## src/hkrd_pkg.sv

```systemverilog
// shared constants for the keyboard report differ
package hkrd_pkg;

  localparam int KEY_SLOTS_DEF = 6;
  localparam int CODE_W        = 8;
  localparam int MOD_BITS      = 8;
  localparam int QUEUE_DEPTH   = 2;

  localparam logic [CODE_W-1:0]   MOD_USAGE_BASE = 8'hE0;
  localparam logic [MOD_BITS-1:0] SHIFT_MASK     = 8'h22;

endpackage

```

## src/hkrd_front.sv

```systemverilog
// front end: takes reports, diffs against the stored report, queues event masks
module hkrd_front
  import hkrd_pkg::*;
#(
  parameter int KEY_SLOTS = KEY_SLOTS_DEF,
  localparam int KW = CODE_W * KEY_SLOTS,
  localparam int MW = 2 * KEY_SLOTS + MOD_BITS,
  localparam int EW = 2 * KW + MOD_BITS + MW
) (
  input  logic                            clk,
  input  logic                            rst_n,
  input  logic                            in_tvalid,
  output logic                            in_tready,
  input  logic [CODE_W*(KEY_SLOTS+1)-1:0] in_tdata,
  output logic                            push,
  output logic [EW-1:0]                   push_data,
  input  logic                            q_full
);

  logic [KW-1:0]       prev_keys_r, prev_keys_nxt;
  logic [MOD_BITS-1:0] prev_mod_r, prev_mod_nxt;
  logic [KW-1:0]       cur_keys;
  logic [MOD_BITS-1:0] cur_mod;
  logic [MW-1:0]       mask;
  logic                accept;

  assign cur_mod   = in_tdata[MOD_BITS-1:0];
  assign cur_keys  = in_tdata[CODE_W +: KW];
  assign in_tready = !q_full;
  assign accept    = in_tvalid && in_tready;

  always_comb begin
    logic in_prev;
    logic in_cur;
    mask = '0;
    for (int i = 0; i < KEY_SLOTS; i++) begin
      in_prev = 1'b0;
      in_cur  = 1'b0;
      for (int j = 0; j < KEY_SLOTS; j++) begin
        if (cur_keys[CODE_W*i +: CODE_W] == prev_keys_r[CODE_W*j +: CODE_W]) begin
          in_prev = 1'b1;
        end
        if (prev_keys_r[CODE_W*i +: CODE_W] == cur_keys[CODE_W*j +: CODE_W]) begin
          in_cur = 1'b1;
        end
      end
      mask[2*i]   = (cur_keys[CODE_W*i +: CODE_W] != '0) && !in_prev;
      mask[2*i+1] = (prev_keys_r[CODE_W*i +: CODE_W] != '0) && !in_cur;
    end
    mask[2*KEY_SLOTS +: MOD_BITS] = cur_mod ^ prev_mod_r;
  end

  assign push      = accept && (mask != '0);
  assign push_data = {mask, cur_mod, prev_keys_r, cur_keys};

  always_comb begin
    prev_keys_nxt = prev_keys_r;
    prev_mod_nxt  = prev_mod_r;
    if (accept) begin
      prev_keys_nxt = cur_keys;
      prev_mod_nxt  = cur_mod;
    end
  end

  always_ff @(posedge clk) begin
    if (!rst_n) begin
      prev_keys_r <= '0;
      prev_mod_r  <= '0;
    end else begin
      prev_keys_r <= prev_keys_nxt;
      prev_mod_r  <= prev_mod_nxt;
    end
  end

endmodule

```

## src/hkrd_queue.sv

```systemverilog
// small register queue between front and back end
module hkrd_queue
  import hkrd_pkg::*;
#(
  parameter int W     = 8,
  parameter int DEPTH = QUEUE_DEPTH,
  localparam int PW = (DEPTH > 1) ? $clog2(DEPTH) : 1,
  localparam int CW = $clog2(DEPTH + 1)
) (
  input  logic         clk,
  input  logic         rst_n,
  input  logic         push,
  input  logic [W-1:0] push_data,
  output logic         full,
  input  logic         pop,
  output logic         valid,
  output logic [W-1:0] head
);

  logic [W-1:0]  mem_r [DEPTH];
  logic [PW-1:0] wr_ptr_r, wr_ptr_nxt;
  logic [PW-1:0] rd_ptr_r, rd_ptr_nxt;
  logic [CW-1:0] count_r, count_nxt;
  logic          do_push, do_pop;

  assign full    = (count_r == CW'(DEPTH));
  assign valid   = (count_r != '0);
  assign head    = mem_r[rd_ptr_r];
  assign do_push = push && !full;
  assign do_pop  = pop && valid;

  always_comb begin
    wr_ptr_nxt = wr_ptr_r;
    rd_ptr_nxt = rd_ptr_r;
    count_nxt  = count_r;
    if (do_push) begin
      wr_ptr_nxt = (wr_ptr_r == PW'(DEPTH - 1)) ? '0 : wr_ptr_r + PW'(1);
    end
    if (do_pop) begin
      rd_ptr_nxt = (rd_ptr_r == PW'(DEPTH - 1)) ? '0 : rd_ptr_r + PW'(1);
    end
    if (do_push && !do_pop) begin
      count_nxt = count_r + CW'(1);
    end else if (do_pop && !do_push) begin
      count_nxt = count_r - CW'(1);
    end
  end

  always_ff @(posedge clk) begin
    if (do_push) begin
      mem_r[wr_ptr_r] <= push_data;
    end
  end

  always_ff @(posedge clk) begin
    if (!rst_n) begin
      wr_ptr_r <= '0;
      rd_ptr_r <= '0;
      count_r  <= '0;
    end else begin
      wr_ptr_r <= wr_ptr_nxt;
      rd_ptr_r <= rd_ptr_nxt;
      count_r  <= count_nxt;
    end
  end

endmodule

```

## src/hkrd_back.sv

```systemverilog
// back end: walks the event mask of one report, one event beat per cycle while out_tready allows
module hkrd_back
  import hkrd_pkg::*;
#(
  parameter int KEY_SLOTS = KEY_SLOTS_DEF,
  localparam int KW = CODE_W * KEY_SLOTS,
  localparam int MW = 2 * KEY_SLOTS + MOD_BITS,
  localparam int EW = 2 * KW + MOD_BITS + MW,
  localparam int IW = $clog2(MW),
  localparam int SW = (KEY_SLOTS > 1) ? $clog2(KEY_SLOTS) : 1
) (
  input  logic              clk,
  input  logic              rst_n,
  input  logic              q_valid,
  input  logic [EW-1:0]     q_head,
  output logic              pop,
  output logic              out_tvalid,
  input  logic              out_tready,
  output logic [CODE_W-1:0] out_tdata,
  output logic [1:0]        out_tuser,
  output logic              out_tlast
);

  logic [MW-1:0]       mask_r, mask_nxt;
  logic [KW-1:0]       cur_r, cur_nxt;
  logic [KW-1:0]       prev_r, prev_nxt;
  logic [MOD_BITS-1:0] mod_r, mod_nxt;

  logic                out_valid_r, out_valid_nxt;
  logic [CODE_W-1:0]   code_r, code_nxt;
  logic                pressed_r, pressed_nxt;
  logic                shift_r, shift_nxt;
  logic                last_r, last_nxt;

  logic          active, can_emit, fire, done;
  logic [MW-1:0] low, rem;
  logic [IW-1:0] idx;
  logic [SW-1:0] slot;
  logic [2:0]    mbit;
  logic [CODE_W-1:0] ev_code;
  logic              ev_pressed;

  assign active   = (mask_r != '0);
  assign can_emit = !out_valid_r || out_tready;
  assign fire     = active && can_emit;
  assign low      = mask_r & (~mask_r + MW'(1));
  assign rem      = mask_r & ~low;
  assign done     = fire && (rem == '0);
  assign pop      = q_valid && (!active || done);

  always_comb begin
    idx = '0;
    for (int j = 0; j < MW; j++) begin
      if (low[j]) begin
        idx = idx | IW'(j);
      end
    end
  end

  assign slot = SW'(idx >> 1);
  assign mbit = 3'(idx - IW'(2 * KEY_SLOTS));

  always_comb begin
    if (idx >= IW'(2 * KEY_SLOTS)) begin
      ev_code    = MOD_USAGE_BASE + {{(CODE_W-3){1'b0}}, mbit};
      ev_pressed = mod_r[mbit];
    end else if (idx[0]) begin
      ev_code    = prev_r[CODE_W*slot +: CODE_W];
      ev_pressed = 1'b0;
    end else begin
      ev_code    = cur_r[CODE_W*slot +: CODE_W];
      ev_pressed = 1'b1;
    end
  end

  always_comb begin
    mask_nxt = mask_r;
    cur_nxt  = cur_r;
    prev_nxt = prev_r;
    mod_nxt  = mod_r;
    if (pop) begin
      cur_nxt  = q_head[KW-1:0];
      prev_nxt = q_head[KW +: KW];
      mod_nxt  = q_head[2*KW +: MOD_BITS];
      mask_nxt = q_head[2*KW+MOD_BITS +: MW];
    end else if (fire) begin
      mask_nxt = rem;
    end
  end

  always_comb begin
    out_valid_nxt = out_valid_r;
    code_nxt      = code_r;
    pressed_nxt   = pressed_r;
    shift_nxt     = shift_r;
    last_nxt      = last_r;
    if (fire) begin
      out_valid_nxt = 1'b1;
      code_nxt      = ev_code;
      pressed_nxt   = ev_pressed;
      shift_nxt     = |(mod_r & SHIFT_MASK);
      last_nxt      = (rem == '0);
    end else if (out_tready) begin
      out_valid_nxt = 1'b0;
    end
  end

  always_ff @(posedge clk) begin
    if (!rst_n) begin
      mask_r      <= '0;
      out_valid_r <= 1'b0;
    end else begin
      mask_r      <= mask_nxt;
      out_valid_r <= out_valid_nxt;
    end
  end

  always_ff @(posedge clk) begin
    cur_r     <= cur_nxt;
    prev_r    <= prev_nxt;
    mod_r     <= mod_nxt;
    code_r    <= code_nxt;
    pressed_r <= pressed_nxt;
    shift_r   <= shift_nxt;
    last_r    <= last_nxt;
  end

  assign out_tvalid = out_valid_r;
  assign out_tdata  = code_r;
  assign out_tuser  = {shift_r, pressed_r};
  assign out_tlast  = last_r;

  a_low_onehot: assert property (@(posedge clk) disable iff (!rst_n)
    active |-> $onehot(low))
    else $error("event pick is not a single mask bit");

  a_fire_loads_out: assert property (@(posedge clk) disable iff (!rst_n)
    fire |=> out_valid_r && (last_r == $past(rem == '0)))
    else $error("emitted event or its last flag lost");

  a_code_nonzero: assert property (@(posedge clk) disable iff (!rst_n)
    out_valid_r |-> code_r != '0)
    else $error("event with empty usage code");

  a_reset_idle: assert property (@(posedge clk)
    !rst_n |=> mask_r == '0 && !out_valid_r)
    else $error("back end busy after reset");

endmodule

```

## src/hid_keyboard_report_differ_top.sv

```systemverilog
// top level of the hid boot keyboard report differ
// usage:
//   in_*  : one boot keyboard report per beat, modifier byte in the low byte,
//           then one byte per key slot
//   out_* : key event beats, usage code in tdata, pressed and shift in tuser,
//           tlast on the final event of a report
// a report that matches the stored one gives no beats at all; otherwise it
// gives 1 to 2*KEY_SLOTS+8 beats (20 at the default of six slots)
// path: queue entry, then back end mask register, then output event register
// throughput: the back end emits one event per cycle while out_tready does not
// stall it; the two-entry queue lets the front take the next report right away
// and the back end pops it in the same cycle as it emits the previous final
// event
// reset: stored report cleared to zeros, queue and output register empty
// stall: while out_tready is low the event beat holds; the back end and then
// the queue fill, and in_tready drops only once the queue is full
module hid_keyboard_report_differ_top
  import hkrd_pkg::*;
#(
  parameter int KEY_SLOTS = KEY_SLOTS_DEF,
  localparam int KW = CODE_W * KEY_SLOTS,
  localparam int MW = 2 * KEY_SLOTS + MOD_BITS,
  localparam int EW = 2 * KW + MOD_BITS + MW
) (
  input  logic                            clk,
  input  logic                            rst_n,
  input  logic                            in_tvalid,
  output logic                            in_tready,
  input  logic [CODE_W*(KEY_SLOTS+1)-1:0] in_tdata,   // modifier_bits, key_0 .. key_n
  output logic                            out_tvalid,
  input  logic                            out_tready,
  output logic [CODE_W-1:0]               out_tdata,  // event_code
  output logic [1:0]                      out_tuser,  // pressed, shift_held
  output logic                            out_tlast
);

  logic          push, q_full, pop, q_valid;
  logic [EW-1:0] push_data, q_head;

  hkrd_front #(.KEY_SLOTS(KEY_SLOTS)) u_front (
    .clk       (clk),
    .rst_n     (rst_n),
    .in_tvalid (in_tvalid),
    .in_tready (in_tready),
    .in_tdata  (in_tdata),
    .push      (push),
    .push_data (push_data),
    .q_full    (q_full)
  );

  hkrd_queue #(.W(EW), .DEPTH(QUEUE_DEPTH)) u_queue (
    .clk       (clk),
    .rst_n     (rst_n),
    .push      (push),
    .push_data (push_data),
    .full      (q_full),
    .pop       (pop),
    .valid     (q_valid),
    .head      (q_head)
  );

  hkrd_back #(.KEY_SLOTS(KEY_SLOTS)) u_back (
    .clk        (clk),
    .rst_n      (rst_n),
    .q_valid    (q_valid),
    .q_head     (q_head),
    .pop        (pop),
    .out_tvalid (out_tvalid),
    .out_tready (out_tready),
    .out_tdata  (out_tdata),
    .out_tuser  (out_tuser),
    .out_tlast  (out_tlast)
  );

endmodule

```

## config.mk

```make
export PLATFORM = sky130hd
export DESIGN_NAME = hid_keyboard_report_differ_top
export DESIGN_NICKNAME = d
export VERILOG_FILES = /design/src/hkrd_pkg.sv /design/src/hkrd_front.sv /design/src/hkrd_queue.sv /design/src/hkrd_back.sv /design/src/hid_keyboard_report_differ_top.sv
export SDC_FILE = /design/constraint.sdc
export NUM_CORES = 1
export LEC_CHECK = 0
export ABC_AREA = 1
export BUFFER_PORTS_ARGS = -buffer_cell sky130_fd_sc_hd__buf_2
export CORE_AREA = 2 2 182 318
export CTS_CLUSTER_DIAMETER = 120
export DETAILED_ROUTE_END_ITERATION = 6
export DIE_AREA = 0 0 184 320
export PLACE_DENSITY_LB_ADDON = 0.1
export SLEW_MARGIN = 20
export SYNTH_ARGS = -nofsm -noshare
export SYNTH_HDL_FRONTEND = slang
export SYNTH_SLANG_ARGS = --single-unit
export TNS_END_PERCENT = 5
```

## constraint.sdc

```tcl
create_clock -name clk -period 14.7 [get_ports clk]
set_input_delay 4.41 -clock clk [delete_from_list [all_inputs] [get_ports clk]]
set_output_delay 4.41 -clock clk [all_outputs]
set_load 0.02 [all_outputs]
```

==> flow_metrics.env, run 1 <==
export IMPL_r2r_end="u_queue.mem_r[1][7]"
export IMPL_core_area_mm2=0.05612
export IMPL_cts_root_buffer="clkbuf_16"
export IMPL_crit_slowest_cell="buf_4"
export IMPL_layout_drive_gt1_share_pct=8.911
export IMPL_synthSimpleGateAreaFrac_pct=24.90
export IMPL_tritoncts="yes"
export IMPL_p_leak_nw=9.894
export IMPL_skew_ps=23.26
export IMPL_path_class="input pin to flip-flop"
export IMPL_muxShareOfSynthArea_pct=0.2690
export IMPL_syn_to_final_growth_pct=9.409
export IMPL_holdWs_ps=497.5
export IMPL_final_hold_viol_count=0
export IMPL_worstSetupEndpointType="flip-flop"
export IMPL_start_util_pct=39.79
export IMPL_rows=115
export IMPL_hp_class="flip-flop to flip-flop"
export IMPL_synth_compound_area_share_pct=4.343
export IMPL_yosysSeqAreaShare_pct=56.18
export IMPL_internal_power_mw=3.216
export IMPL_routed_wl_um=83780
export IMPL_synth_edf_count=363
export IMPL_grt_start_max_net_pins=74
export IMPL_cp_depth=18
export IMPL_required_ps=14880
export IMPL_final_util_pct=43.53
export IMPL_crit_fanout=64
export IMPL_synth_seq_cells=445
export IMPL_cts_buffers=43
export IMPL_crit_chain="buf_2 > inv_1 > nand2_1 > nand2_1 > nand2_1 > nor2_1 > nand2_1 > nand2_1 > nor2_1 > nand2_1 > nand2_1 > inv_1 > nand2_1 > nor2_1 > nand2_1 > nand3_1 > inv_4 > buf_4"
export IMPL_clk_pin_slew_ps=60
export IMPL_min_period_ps=7813
export IMPL_share_comb_of_total_power_pct=45.9
export IMPL_post_route_period_util_pct=53.15
export IMPL_drtIter0Drc=1256
export IMPL_wl_met3_um=3357
export IMPL_grt_pass1_vias=16570
export IMPL_vias_per_cell=5.256
export IMPL_critPathBufInv=5
export IMPL_maxSlewHeadroom_pct=25.15
export IMPL_clock_path_buffers=3
export IMPL_clock_sinks=445
export IMPL_finalPower_mw=5.985
export IMPL_regToRegSetupSlack_ps=9990
export IMPL_drc=0
export IMPL_htreeDepth=2
export IMPL_syn_area_per_cell_um2=8.877
export IMPL_ff2ff_path_depth=17
export IMPL_synth_top_family_by_area="simple AND/OR/NAND/NOR gates"
export IMPL_maxCapViolations=0
export IMPL_crit_path_frequent_cell="nand2_1"
export IMPL_max_freq_mhz=128.0
export IMPL_wl_per_cell_um=25.96
export IMPL_dr_max_layer_used="met4"
export IMPL_port_buffers=72
export IMPL_syn_nets=2576
export IMPL_multi_input_area_mm2=0.008437
export IMPL_grt_pass1_wl_um=118600
export IMPL_max_stage_delay_ps=840
export IMPL_rr_startpoint="u_front.prev_keys_r[33]"
export IMPL_num_vias=16960
export IMPL_synthArstFlopShare_pct=0
export IMPL_clkLatencyLatePin_ps=570
export IMPL_cts_setup_buffers=0
export IMPL_maxSlewViolCount=0
export IMPL_dr_wl_met2_um=43010
export IMPL_p_per_area_mw_per_mm2=245.0
export IMPL_register_area_mm2=0.01255
export IMPL_cts_hold_buf=0
export IMPL_ant_nets=0
export IMPL_switching_share_pct=46.27
export IMPL_status="completed"
export IMPL_fin_ws_ps=6887
export IMPL_final_common_cell="nand2_1"
export IMPL_vdd_drop_max_mv=0.2752
export IMPL_critPathLaunchType="input pin"
export IMPL_netlist_area_mm2=0.02233
export IMPL_gp_congestion=0.9973
export IMPL_switchingPower_mw=2.770
export IMPL_place_ws_ps=6275
export IMPL_synth_distinct_cells=39
export IMPL_finalSetupViolCount=0
export IMPL_yosysWarnings=0
export IMPL_cts_resized=0
export IMPL_rsz0062_at_grt="no"
export IMPL_worstPathArrival_ps=7990
export IMPL_worstMarginPinSlew_ps=1121
export IMPL_wl_met1_um=31670
export IMPL_most_common_layout_cells="960 x nand2_1, 363 x edfxtp_1, 190 x xnor2_1"
export IMPL_synth_adder_area_share_pct=0.05604
export IMPL_finalSetupTns_ps=0
export IMPL_endpoint="u_queue.mem_r[1][7]"
export IMPL_cp_top_family="buffers and inverters"
export IMPL_io_pin_count=73
export IMPL_hpwl_um=58450
export IMPL_synth_xor_area_share_pct=8.160
export IMPL_grtUsageTotal_pct=28.53
export IMPL_syn_inst=2515
export IMPL_fill_cells=5561
export IMPL_seq_power_share_pct=35.2
export IMPL_die_x_um=184
export IMPL_diodes=0
export IMPL_synthFlopType="edfxtp_1"
export IMPL_cp_startpoint="in_tdata[40]"
export IMPL_dieHeight_um=320
export IMPL_die_area_mm2=0.05888
export IMPL_firstDrtPassIters=5
export IMPL_nets=2553
export IMPL_power_frac_clock_pct=18.9
export IMPL_grt_overflow_total=0
export IMPL_grt_antenna_before_repair=0
area by class of cell:
type                            count  share of cell area, %
Clock buffer                       52                  4.666
Clock inverter                     26                  1.060
Inverter                          159                  2.474
Multi-Input combinational cell   1744                  34.54
Sequential cell                   445                  51.36
Tap cell                          702                  3.596
Timing Repair Buffer               99                  2.305
registers in the layout, indices dropped and copies added (netlist names), 2 cells and up, named ones only:
signal / count
u_queue.mem_r: 248
u_back.cur_r: 48
u_back.prev_r: 48
u_front.prev_keys_r: 48
u_back.mask_r: 20
u_back.mod_r: 8
u_back.out_tdata: 8
u_front.prev_mod_r: 8
u_queue.count_r: 2
synthesized netlist by cell type (2+ instances only):
master | n | share of area [%]
dfxtp_1 | 82 | 7.4
o21ai_1 | 12 | 0.27
or2_1 | 6 | 0.17
xor2_1 | 18 | 0.71
nand3_1 | 89 | 2.0
clkbuf_1 | 100 | 1.7
inv_1 | 149 | 2.5
nor4_1 | 17 | 0.48
nand4_1 | 55 | 1.5
buf_2 | 48 | 1.1
buf_6 | 6 | 0.30
nand2_2 | 10 | 0.28
nand3_2 | 4 | 0.18
mux2i_1 | 6 | 0.27
nand2_4 | 3 | 0.15
nor2_2 | 3 | 0.084
o211ai_1 | 2 | 0.067
a21oi_1 | 77 | 1.7
a21oi_2 | 11 | 0.43
nor3_1 | 6 | 0.13
nor2_4 | 8 | 0.40
nand2_1 | 961 | 16
xnor2_1 | 190 | 7.5
nor2_1 | 176 | 3.0
or2_2 | 3 | 0.084
inv_2 | 8 | 0.13
edfxtp_1 | 363 | 49
buf_4 | 5 | 0.17
buf_1 | 7 | 0.12
o21ai_0 | 81 | 1.8
worst min path at each step:
stage                       endpoint                   start  cells past startpoint  slack, ps
3_5_place_dp      u_queue.count_r[1]      u_queue.count_r[1]                      2        480
6_report          u_queue.count_r[1]      u_queue.count_r[1]                      2        500
2_1_floorplan   u_queue.mem_r[0][48]  u_front.prev_keys_r[0]                      0        420
3_3_place_gp      u_queue.count_r[1]      u_queue.count_r[1]                      2        470
4_1_cts           u_queue.count_r[1]      u_queue.count_r[1]                      2        500
5_1_grt        u_front.prev_mod_r[4]   u_front.prev_mod_r[4]                      2        520
worst reg2reg max path, cell delays in order, from the launching register on:
cell and delay, ps:
dfxtp_1 960, inv_1 370, nand2_1 160, nand2_1 70, nand3_1 60, nor2_1 50
nand2_1 100, nand2_1 60, nor2_1 100, nand2_1 220, nand2_1 170, inv_1 50
nand2_1 70, nor2_1 40, nand2_1 60, nand3_1 130, inv_4 680, buf_4 860
power groups by stage:
| stage | combinational (mW) | sequential (mW) | clock, mW |
|---|---|---|---|
| 6_report | 2.75 | 2.11 | 1.13 |
| 3_3_place_gp | 2.81 | 2.13 | 0 |
| 3_5_place_dp | 2.81 | 2.13 | 0 |
| 4_1_cts | 2.82 | 2.10 | 1.15 |
| 2_1_floorplan | 1.90 | 2.01 | 0 |
| 5_1_grt | 3.03 | 2.13 | 1.20 |
cell families (layout without fill, tap and decap cells):
logic type / after synthesis / after routing
flops: 445 / 445
compound gates: 184 / 184
simple gates: 1345 / 1345
fa+ha+maj: 1 / 1
mux: 6 / 6
xor+xnor: 208 / 208
buf+inv: 326 / 336
per-stage QoR:
step | instances | area (µm²)
finish | 3227 | 24430
global route | 3227 | 24430
CTS | 3227 | 24430
detailed placement | 3149 | 23030
global placement | 3149 | 23030
floorplan | 2515 | 22330
per-layer routing:
metal	up-vias	track usage (%)
met5	-	0
met3	209	2.721
li1	8058	-
met4	0	16.82
met1	8149	32.53
met2	546	51.34
Power figures use the tool's default switching activity.
==> run 2, diff against run 1 <==
--- a/config.mk
+++ b/config.mk
@@ -5,12 +5,12 @@
 export SDC_FILE = /design/constraint.sdc
 export NUM_CORES = 1
 export LEC_CHECK = 0
-export ABC_AREA = 1
+export ABC_AREA = 0
 export BUFFER_PORTS_ARGS = -buffer_cell sky130_fd_sc_hd__buf_2
-export CORE_AREA = 2 2 182 318
+export CORE_AREA = 2 2 177 309
 export CTS_CLUSTER_DIAMETER = 120
 export DETAILED_ROUTE_END_ITERATION = 6
-export DIE_AREA = 0 0 184 320
+export DIE_AREA = 0 0 179 311
 export PLACE_DENSITY_LB_ADDON = 0.1
 export SLEW_MARGIN = 20
 export SYNTH_ARGS = -nofsm -noshare
==> constraint.sdc (replaced) <==
create_clock -name clk -period 7.47 [get_ports clk]
set_input_delay 2.241 -clock clk [delete_from_list [all_inputs] [get_ports clk]]
set_output_delay 2.241 -clock clk [all_outputs]
set_load 0.02 [all_outputs]
==> flow_metrics.env, run 2 <==
export IMPL_clkLatencyLatePin_ps=570
export IMPL_htreeDepth=2
export IMPL_drc=0
export IMPL_finalSetupTns_ps=0
export IMPL_synth_xor_area_share_pct=12.37
export IMPL_syn_inst=1673
export IMPL_synthArstFlopShare_pct=0
export IMPL_synth_edf_count=363
export IMPL_share_comb_of_total_power_pct=40.2
export IMPL_cts_resized=0
export IMPL_clk_pin_slew_ps=60
export IMPL_hp_class="flip-flop to flip-flop"
export IMPL_vias_per_cell=5.587
export IMPL_cts_setup_buffers=0
export IMPL_max_freq_mhz=193.7
export IMPL_yosysWarnings=0
export IMPL_seq_power_share_pct=38.8
export IMPL_routed_wl_um=64130
export IMPL_core_area_mm2=0.05311
export IMPL_switching_share_pct=40.13
export IMPL_internal_power_mw=6.510
export IMPL_grt_overflow_total=0
export IMPL_grt_pass1_wl_um=92810
export IMPL_critPathLaunchType="input pin"
export IMPL_wl_per_cell_um=27.08
export IMPL_rows=112
export IMPL_final_hold_viol_count=0
export IMPL_status="completed"
export IMPL_max_stage_delay_ps=780
export IMPL_nets=1711
export IMPL_diodes=0
export IMPL_most_common_layout_cells="363 x edfxtp_1, 185 x nand2_1, 161 x xnor2_1"
export IMPL_synth_most_common_cell="edfxtp_1"
export IMPL_yosysSeqAreaShare_pct=59.43
export IMPL_syn_area_per_cell_um2=12.62
export IMPL_worstSetupEndpointType="flip-flop"
export IMPL_syn_to_final_growth_pct=10.65
export IMPL_synth_adder_area_share_pct=0.1541
export IMPL_ant_nets=0
export IMPL_hpwl_um=42310
export IMPL_maxSlewViolCount=0
export IMPL_maxSlewHeadroom_pct=32.36
export IMPL_final_common_cell="edfxtp_1"
export IMPL_grt_antenna_before_repair=0
export IMPL_cts_root_buffer="clkbuf_16"
export IMPL_yosys_area_top_type="edfxtp_1"
export IMPL_die_x_um=179
export IMPL_die_area_mm2=0.05567
export IMPL_post_route_period_util_pct=69.11
export IMPL_gp_congestion=0.9294
export IMPL_fin_area_mm2=0.02335
export IMPL_synth_distinct_cells=63
export IMPL_dieHeight_um=311
export IMPL_clock_path_buffers=3
export IMPL_synthFlopType="edfxtp_1"
export IMPL_start_util_pct=39.74
export IMPL_largest_register="u_queue.mem_r"
export IMPL_path_class="input pin to flip-flop"
export IMPL_synth_seq_cells=445
export IMPL_grtUsageTotal_pct=23.10
export IMPL_switchingPower_mw=4.363
export IMPL_dpl_cell_count=2288
export IMPL_fin_ws_ps=2308
export IMPL_drtIter0Drc=1003
export IMPL_fin_cells=2368
export IMPL_p_leak_nw=8.051
export IMPL_muxShareOfSynthArea_pct=10.01
export IMPL_worstMarginPinSlew_ps=1005
export IMPL_layout_drive_gt1_share_pct=18.05
export IMPL_cts_hold_buf=0
export IMPL_netlist_area_mm2=0.02111
export IMPL_cts_buffers=43
export IMPL_firstDrtPassIters=5
export IMPL_synth_top_family_by_area="XOR/XNOR gates"
export IMPL_clock_sinks=445
export IMPL_holdWs_ps=474.7
export IMPL_syn_nets=1734
export IMPL_synth_commonest_cells="363 x edfxtp_1, 186 x nand2_1, 161 x xnor2_1, 137 x xor2_1, 128 x mux2_2"
export IMPL_required_ps=7660
export IMPL_grt_pass1_vias=13640
export IMPL_vdd_drop_max_mv=0.4097
export IMPL_skew_ps=20.90
export IMPL_yosys_top_cells_area="edfxtp_1 52%, dfxtp_1 7.8%, mux2_2 6.8%"
export IMPL_place_ws_ps=1728
export IMPL_crit_slowest_cell="a2111oi_0"
export IMPL_tritoncts="yes"
export IMPL_io_pin_count=73
export IMPL_placed_cell_area_mm2=0.02186
export IMPL_min_period_ps=5162
export IMPL_power_frac_clock_pct=21.0
export IMPL_crit_chain="buf_2 > xor2_1 > nor4_1 > nand2_1 > o2111ai_1 > a2111oi_0 > or4_1 > nor4_1 > buf_4 > nor3b_4 > buf_4"
export IMPL_grt_start_max_net_pins=70
export IMPL_worstPathArrival_ps=5350
export IMPL_largest_reg_flops=248
export IMPL_p_per_area_mw_per_mm2=465.6
export IMPL_finalSetupViolCount=0
export IMPL_rsz0062_at_grt="no"
export IMPL_synth_top_area_share_pct=51.65
export IMPL_port_buffers=72
export IMPL_synthSimpleGateAreaFrac_pct=9.580
export IMPL_critPathBufInv=3
export IMPL_maxCapViolations=0
export IMPL_crit_fanout=52
export IMPL_cp_top_family="buffers and inverters"
export IMPL_synth_compound_area_share_pct=5.413
export IMPL_num_vias=13230
## run 2: cell count changes after synthesis, sizes merged, moves of 68 or more
cell and change:
mux2 +128, a21oi -68, inv -150, nand2 -788
nor2 -146, o21ai -69, xor2 +119, nand3 -82
## run 2: per-stage QoR
stage,util [%],total power [mW]
floorplan,-,6.989
global placement,41.15,8.678
detailed placement,41.16,8.699
CTS,43.93,11.01
global route,43.97,11.37
finish,43.97,10.87
## run 2: kinds of logic after synthesis
| family | after synthesis |
|---|---|
| DFF | 445 |
| and+or+nand+nor | 406 |
| xor gates and xnor gates | 298 |
| muxes | 195 |
| AOI/OAI and AO/OA | 163 |
| buffers and inverters | 163 |
| adders and majority gates | 3 |
## run 2: final cells by class
class | instances | area [µm²]
Fill cell | 4866 | 29760
Sequential cell | 445 | 12550
Multi-Input combinational cell | 1065 | 7960
Clock buffer | 62 | 1260
Tap cell | 684 | 855.8
Timing Repair Buffer | 87 | 485.5
Clock inverter | 17 | 212.7
Inverter | 8 | 32.53
## run 2: per-layer routing
metal	global-route usage, %	vias up	share of wire (%)
met5	0	-	0
met4	13.80	0	6.9
met3	2.224	184	3.7
met2	40.70	406	51
met1	26.73	6648	38
li1	-	5992	-
## run 2: power groups by stage
stage	logic, mW	registers [mW]	clock network (mW)
floorplan	2.91	4.07	0
global placement	4.42	4.26	0
detailed placement	4.42	4.28	0
CTS	4.44	4.22	2.35
global route	4.66	4.28	2.43
finish	4.37	4.22	2.29
## run 2: worst reg2reg max path, cell delays in order, from the launching register on
cell and delay [ps]:
dfxtp_1 400, nor4_4 670, nand2b_4 160, or4_4 470, a2111oi_2 380, nand4_1 210
nor3_2 160, o22ai_2 300, inv_4 540, buf_4 810
## run 2: path summary, 6_finish.rpt
path                    startpoint                    end  slack [ps]  depth (start not counted)
max                   in_tdata[28]    u_queue.mem_r[1][7]        2310                         11
min          u_front.prev_mod_r[5]  u_front.prev_mod_r[5]         470                          2
max reg2reg       u_back.mask_r[0]       u_back.cur_r[24]        2860                          9
min reg2reg  u_front.prev_mod_r[5]  u_front.prev_mod_r[5]         470                          2
==> run 3, diff against run 2 <==
==> constraint.sdc (replaced) <==
create_clock -name clk -period 5.3 [get_ports clk]
set_input_delay 1.59 -clock clk [delete_from_list [all_inputs] [get_ports clk]]
set_output_delay 1.59 -clock clk [all_outputs]
set_load 0.02 [all_outputs]
==> flow_metrics.env, run 3 (synthesis results as in run 2) <==
export IMPL_fill_cells=4892
export IMPL_place_ws_ps=464.9
export IMPL_ant_nets=0
export IMPL_holdWs_ps=475.6
export IMPL_path_class="input pin to flip-flop"
export IMPL_syn_to_final_growth_pct=10.96
export IMPL_multi_input_area_mm2=0.007989
export IMPL_critPathLaunchType="input pin"
export IMPL_io_pin_count=73
export IMPL_diodes=0
export IMPL_start_util_pct=39.74
export IMPL_firstDrtPassIters=5
export IMPL_use_met1_pct=27.19
export IMPL_cp_startpoint="in_tdata[22]"
export IMPL_final_hold_viol_count=0
export IMPL_max_stage_delay_ps=550
export IMPL_hp_class="flip-flop to flip-flop"
export IMPL_most_common_layout_cells="363 x edfxtp_1, 185 x nand2_1, 161 x xnor2_1"
export IMPL_clock_sinks=445
export IMPL_vdd_drop_max_mv=0.3795
export IMPL_worstPathArrival_ps=4820
export IMPL_hpwl_um=43010
export IMPL_cts_hold_buf=0
export IMPL_routed_wl_um=63690
export IMPL_crit_fanout=10
export IMPL_htreeDepth=2
export IMPL_grt_pass1_vias=13540
export IMPL_dieHeight_um=311
export IMPL_p_leak_nw=8.096
export IMPL_cts_setup_buffers=0
export IMPL_largest_reg_flops=248
export IMPL_grtUsageTotal_pct=23.07
export IMPL_wl_per_cell_um=26.78
export IMPL_gp_congestion=0.9348
export IMPL_skew_ps=29.77
export IMPL_grt_pass1_wl_um=93220
export IMPL_post_route_period_util_pct=81.89
export IMPL_register_area_mm2=0.01255
export IMPL_rr_startpoint="u_back.mask_r[4]"
export IMPL_vias_per_cell=5.532
export IMPL_met2_usage_pct=41.02
export IMPL_maxCapViolations=0
export IMPL_status="completed"
export IMPL_largest_register="u_queue.mem_r"
export IMPL_r2r_end="u_back.cur_r[43]"
export IMPL_nets=1721
export IMPL_final_util_pct=44.09
export IMPL_cts_root_buffer="clkbuf_16"
export IMPL_clkLatencyLatePin_ps=560
export IMPL_layout_drive_gt1_share_pct=18.42
export IMPL_regToRegSetupSlack_ps=1260
export IMPL_clk_pin_slew_ps=60
export IMPL_port_buffers=72
export IMPL_ff2ff_path_depth=9
export IMPL_fin_ws_ps=959.7
export IMPL_drc=0
export IMPL_min_period_ps=4340
export IMPL_rows=112
export IMPL_final_common_cell="edfxtp_1"
export IMPL_finalSetupViolCount=0
export IMPL_busiest_layer="met2"
export IMPL_maxSlewViolCount=0
export IMPL_die_x_um=179
export IMPL_grt_start_max_net_pins=76
export IMPL_grt_use_met3_pct=2.566
export IMPL_rsz0062_at_grt="no"
export IMPL_hp_start="u_front.prev_mod_r[4]"
export IMPL_min_path_cells=2
export IMPL_worstSetupEndpointType="flip-flop"
export IMPL_required_ps=5780
export IMPL_p_per_area_mw_per_mm2=647.8
export IMPL_hold_end="u_front.prev_mod_r[4]"
export IMPL_tritoncts="yes"
export IMPL_core_area_mm2=0.05311
export IMPL_crit_chain="buf_2 > xor2_1 > nor4_1 > a22oi_1 > nand3b_1 > nor4bb_2 > or4_4 > nor4_4 > nor2_1 > ha_1 > or3_1 > a21boi_0"
export IMPL_grt_antenna_before_repair=0
export IMPL_crit_slowest_cell="nor4_1"
export IMPL_worstMarginPinSlew_ps=989.2
export IMPL_grt_overflow_total=0
export IMPL_clock_path_buffers=3
export IMPL_num_vias=13150
export IMPL_max_freq_mhz=230.4
export IMPL_drtIter0Drc=923
export IMPL_maxSlewHeadroom_pct=33.81
export IMPL_die_area_mm2=0.05567
export IMPL_cts_buffers=43
export IMPL_cts_resized=0
-- run 3: metrics by stage --
step / std cells / cell area (µm²) / setup TNS [ps] / total power [mW]
after CTS: 2378 / 23420 / 0 / 15.44
after floorplan: 1673 / 21320 / -238530 / 9.856
after detailed placement: 2299 / 22010 / 0 / 12.35
final: 2378 / 23420 / 0 / 15.17
after global placement: 2299 / 22010 / 0 / 12.29
after global routing: 2378 / 23420 / 0 / 15.98
-- run 3: where the power goes --
| part | internal (mW) | switching (mW) |
|---|---|---|
| clock network | 1.77 | 1.31 |
| logic | 2.12 | 4.05 |
| registers | 5.29 | 0.638 |
-- run 3: worst max path at each step --
stage	to	slack, ps	depth (start not counted)
final	u_queue.count_r[1]	960	12
after global placement	u_queue.count_r[1]	440	12
after CTS	u_queue.mem_r[0][12]	1020	10
after global routing	u_queue.mem_r[1][13]	830	10
after floorplan	u_queue.mem_r[1][0]	-1070	9
after detailed placement	u_queue.mem_r[0][15]	460	10
-- run 3: worst max-delay path: cells and delay by family --
kind / cells / cell delay (ps)
AO/OA/AOI/OAI: 2 / 360
XOR/XNOR: 1 / 110
adder cells (fa/ha/maj): 1 / 340
AND/OR/NAND/NOR: 7 / 2150
buffers and inverters: 1 / 270
-- run 3: final cells by class --
| type | count | share of cell area (%) |
|---|---|---|
| clock buffer | 66 | 5.311 |
| clock inverter | 13 | 0.6999 |
| inverter | 8 | 0.1389 |
| multi-input combinational | 1065 | 34.11 |
| sequential | 445 | 53.57 |
| tap | 684 | 3.654 |
| timing repair buffer | 97 | 2.511 |
-- run 3: per-layer routing --
metal	share of wire [%]	vias up
met5	0	-
met4	5.4	0
met3	3.7	149
met2	52	386
met1	39	6625
li1	-	5994
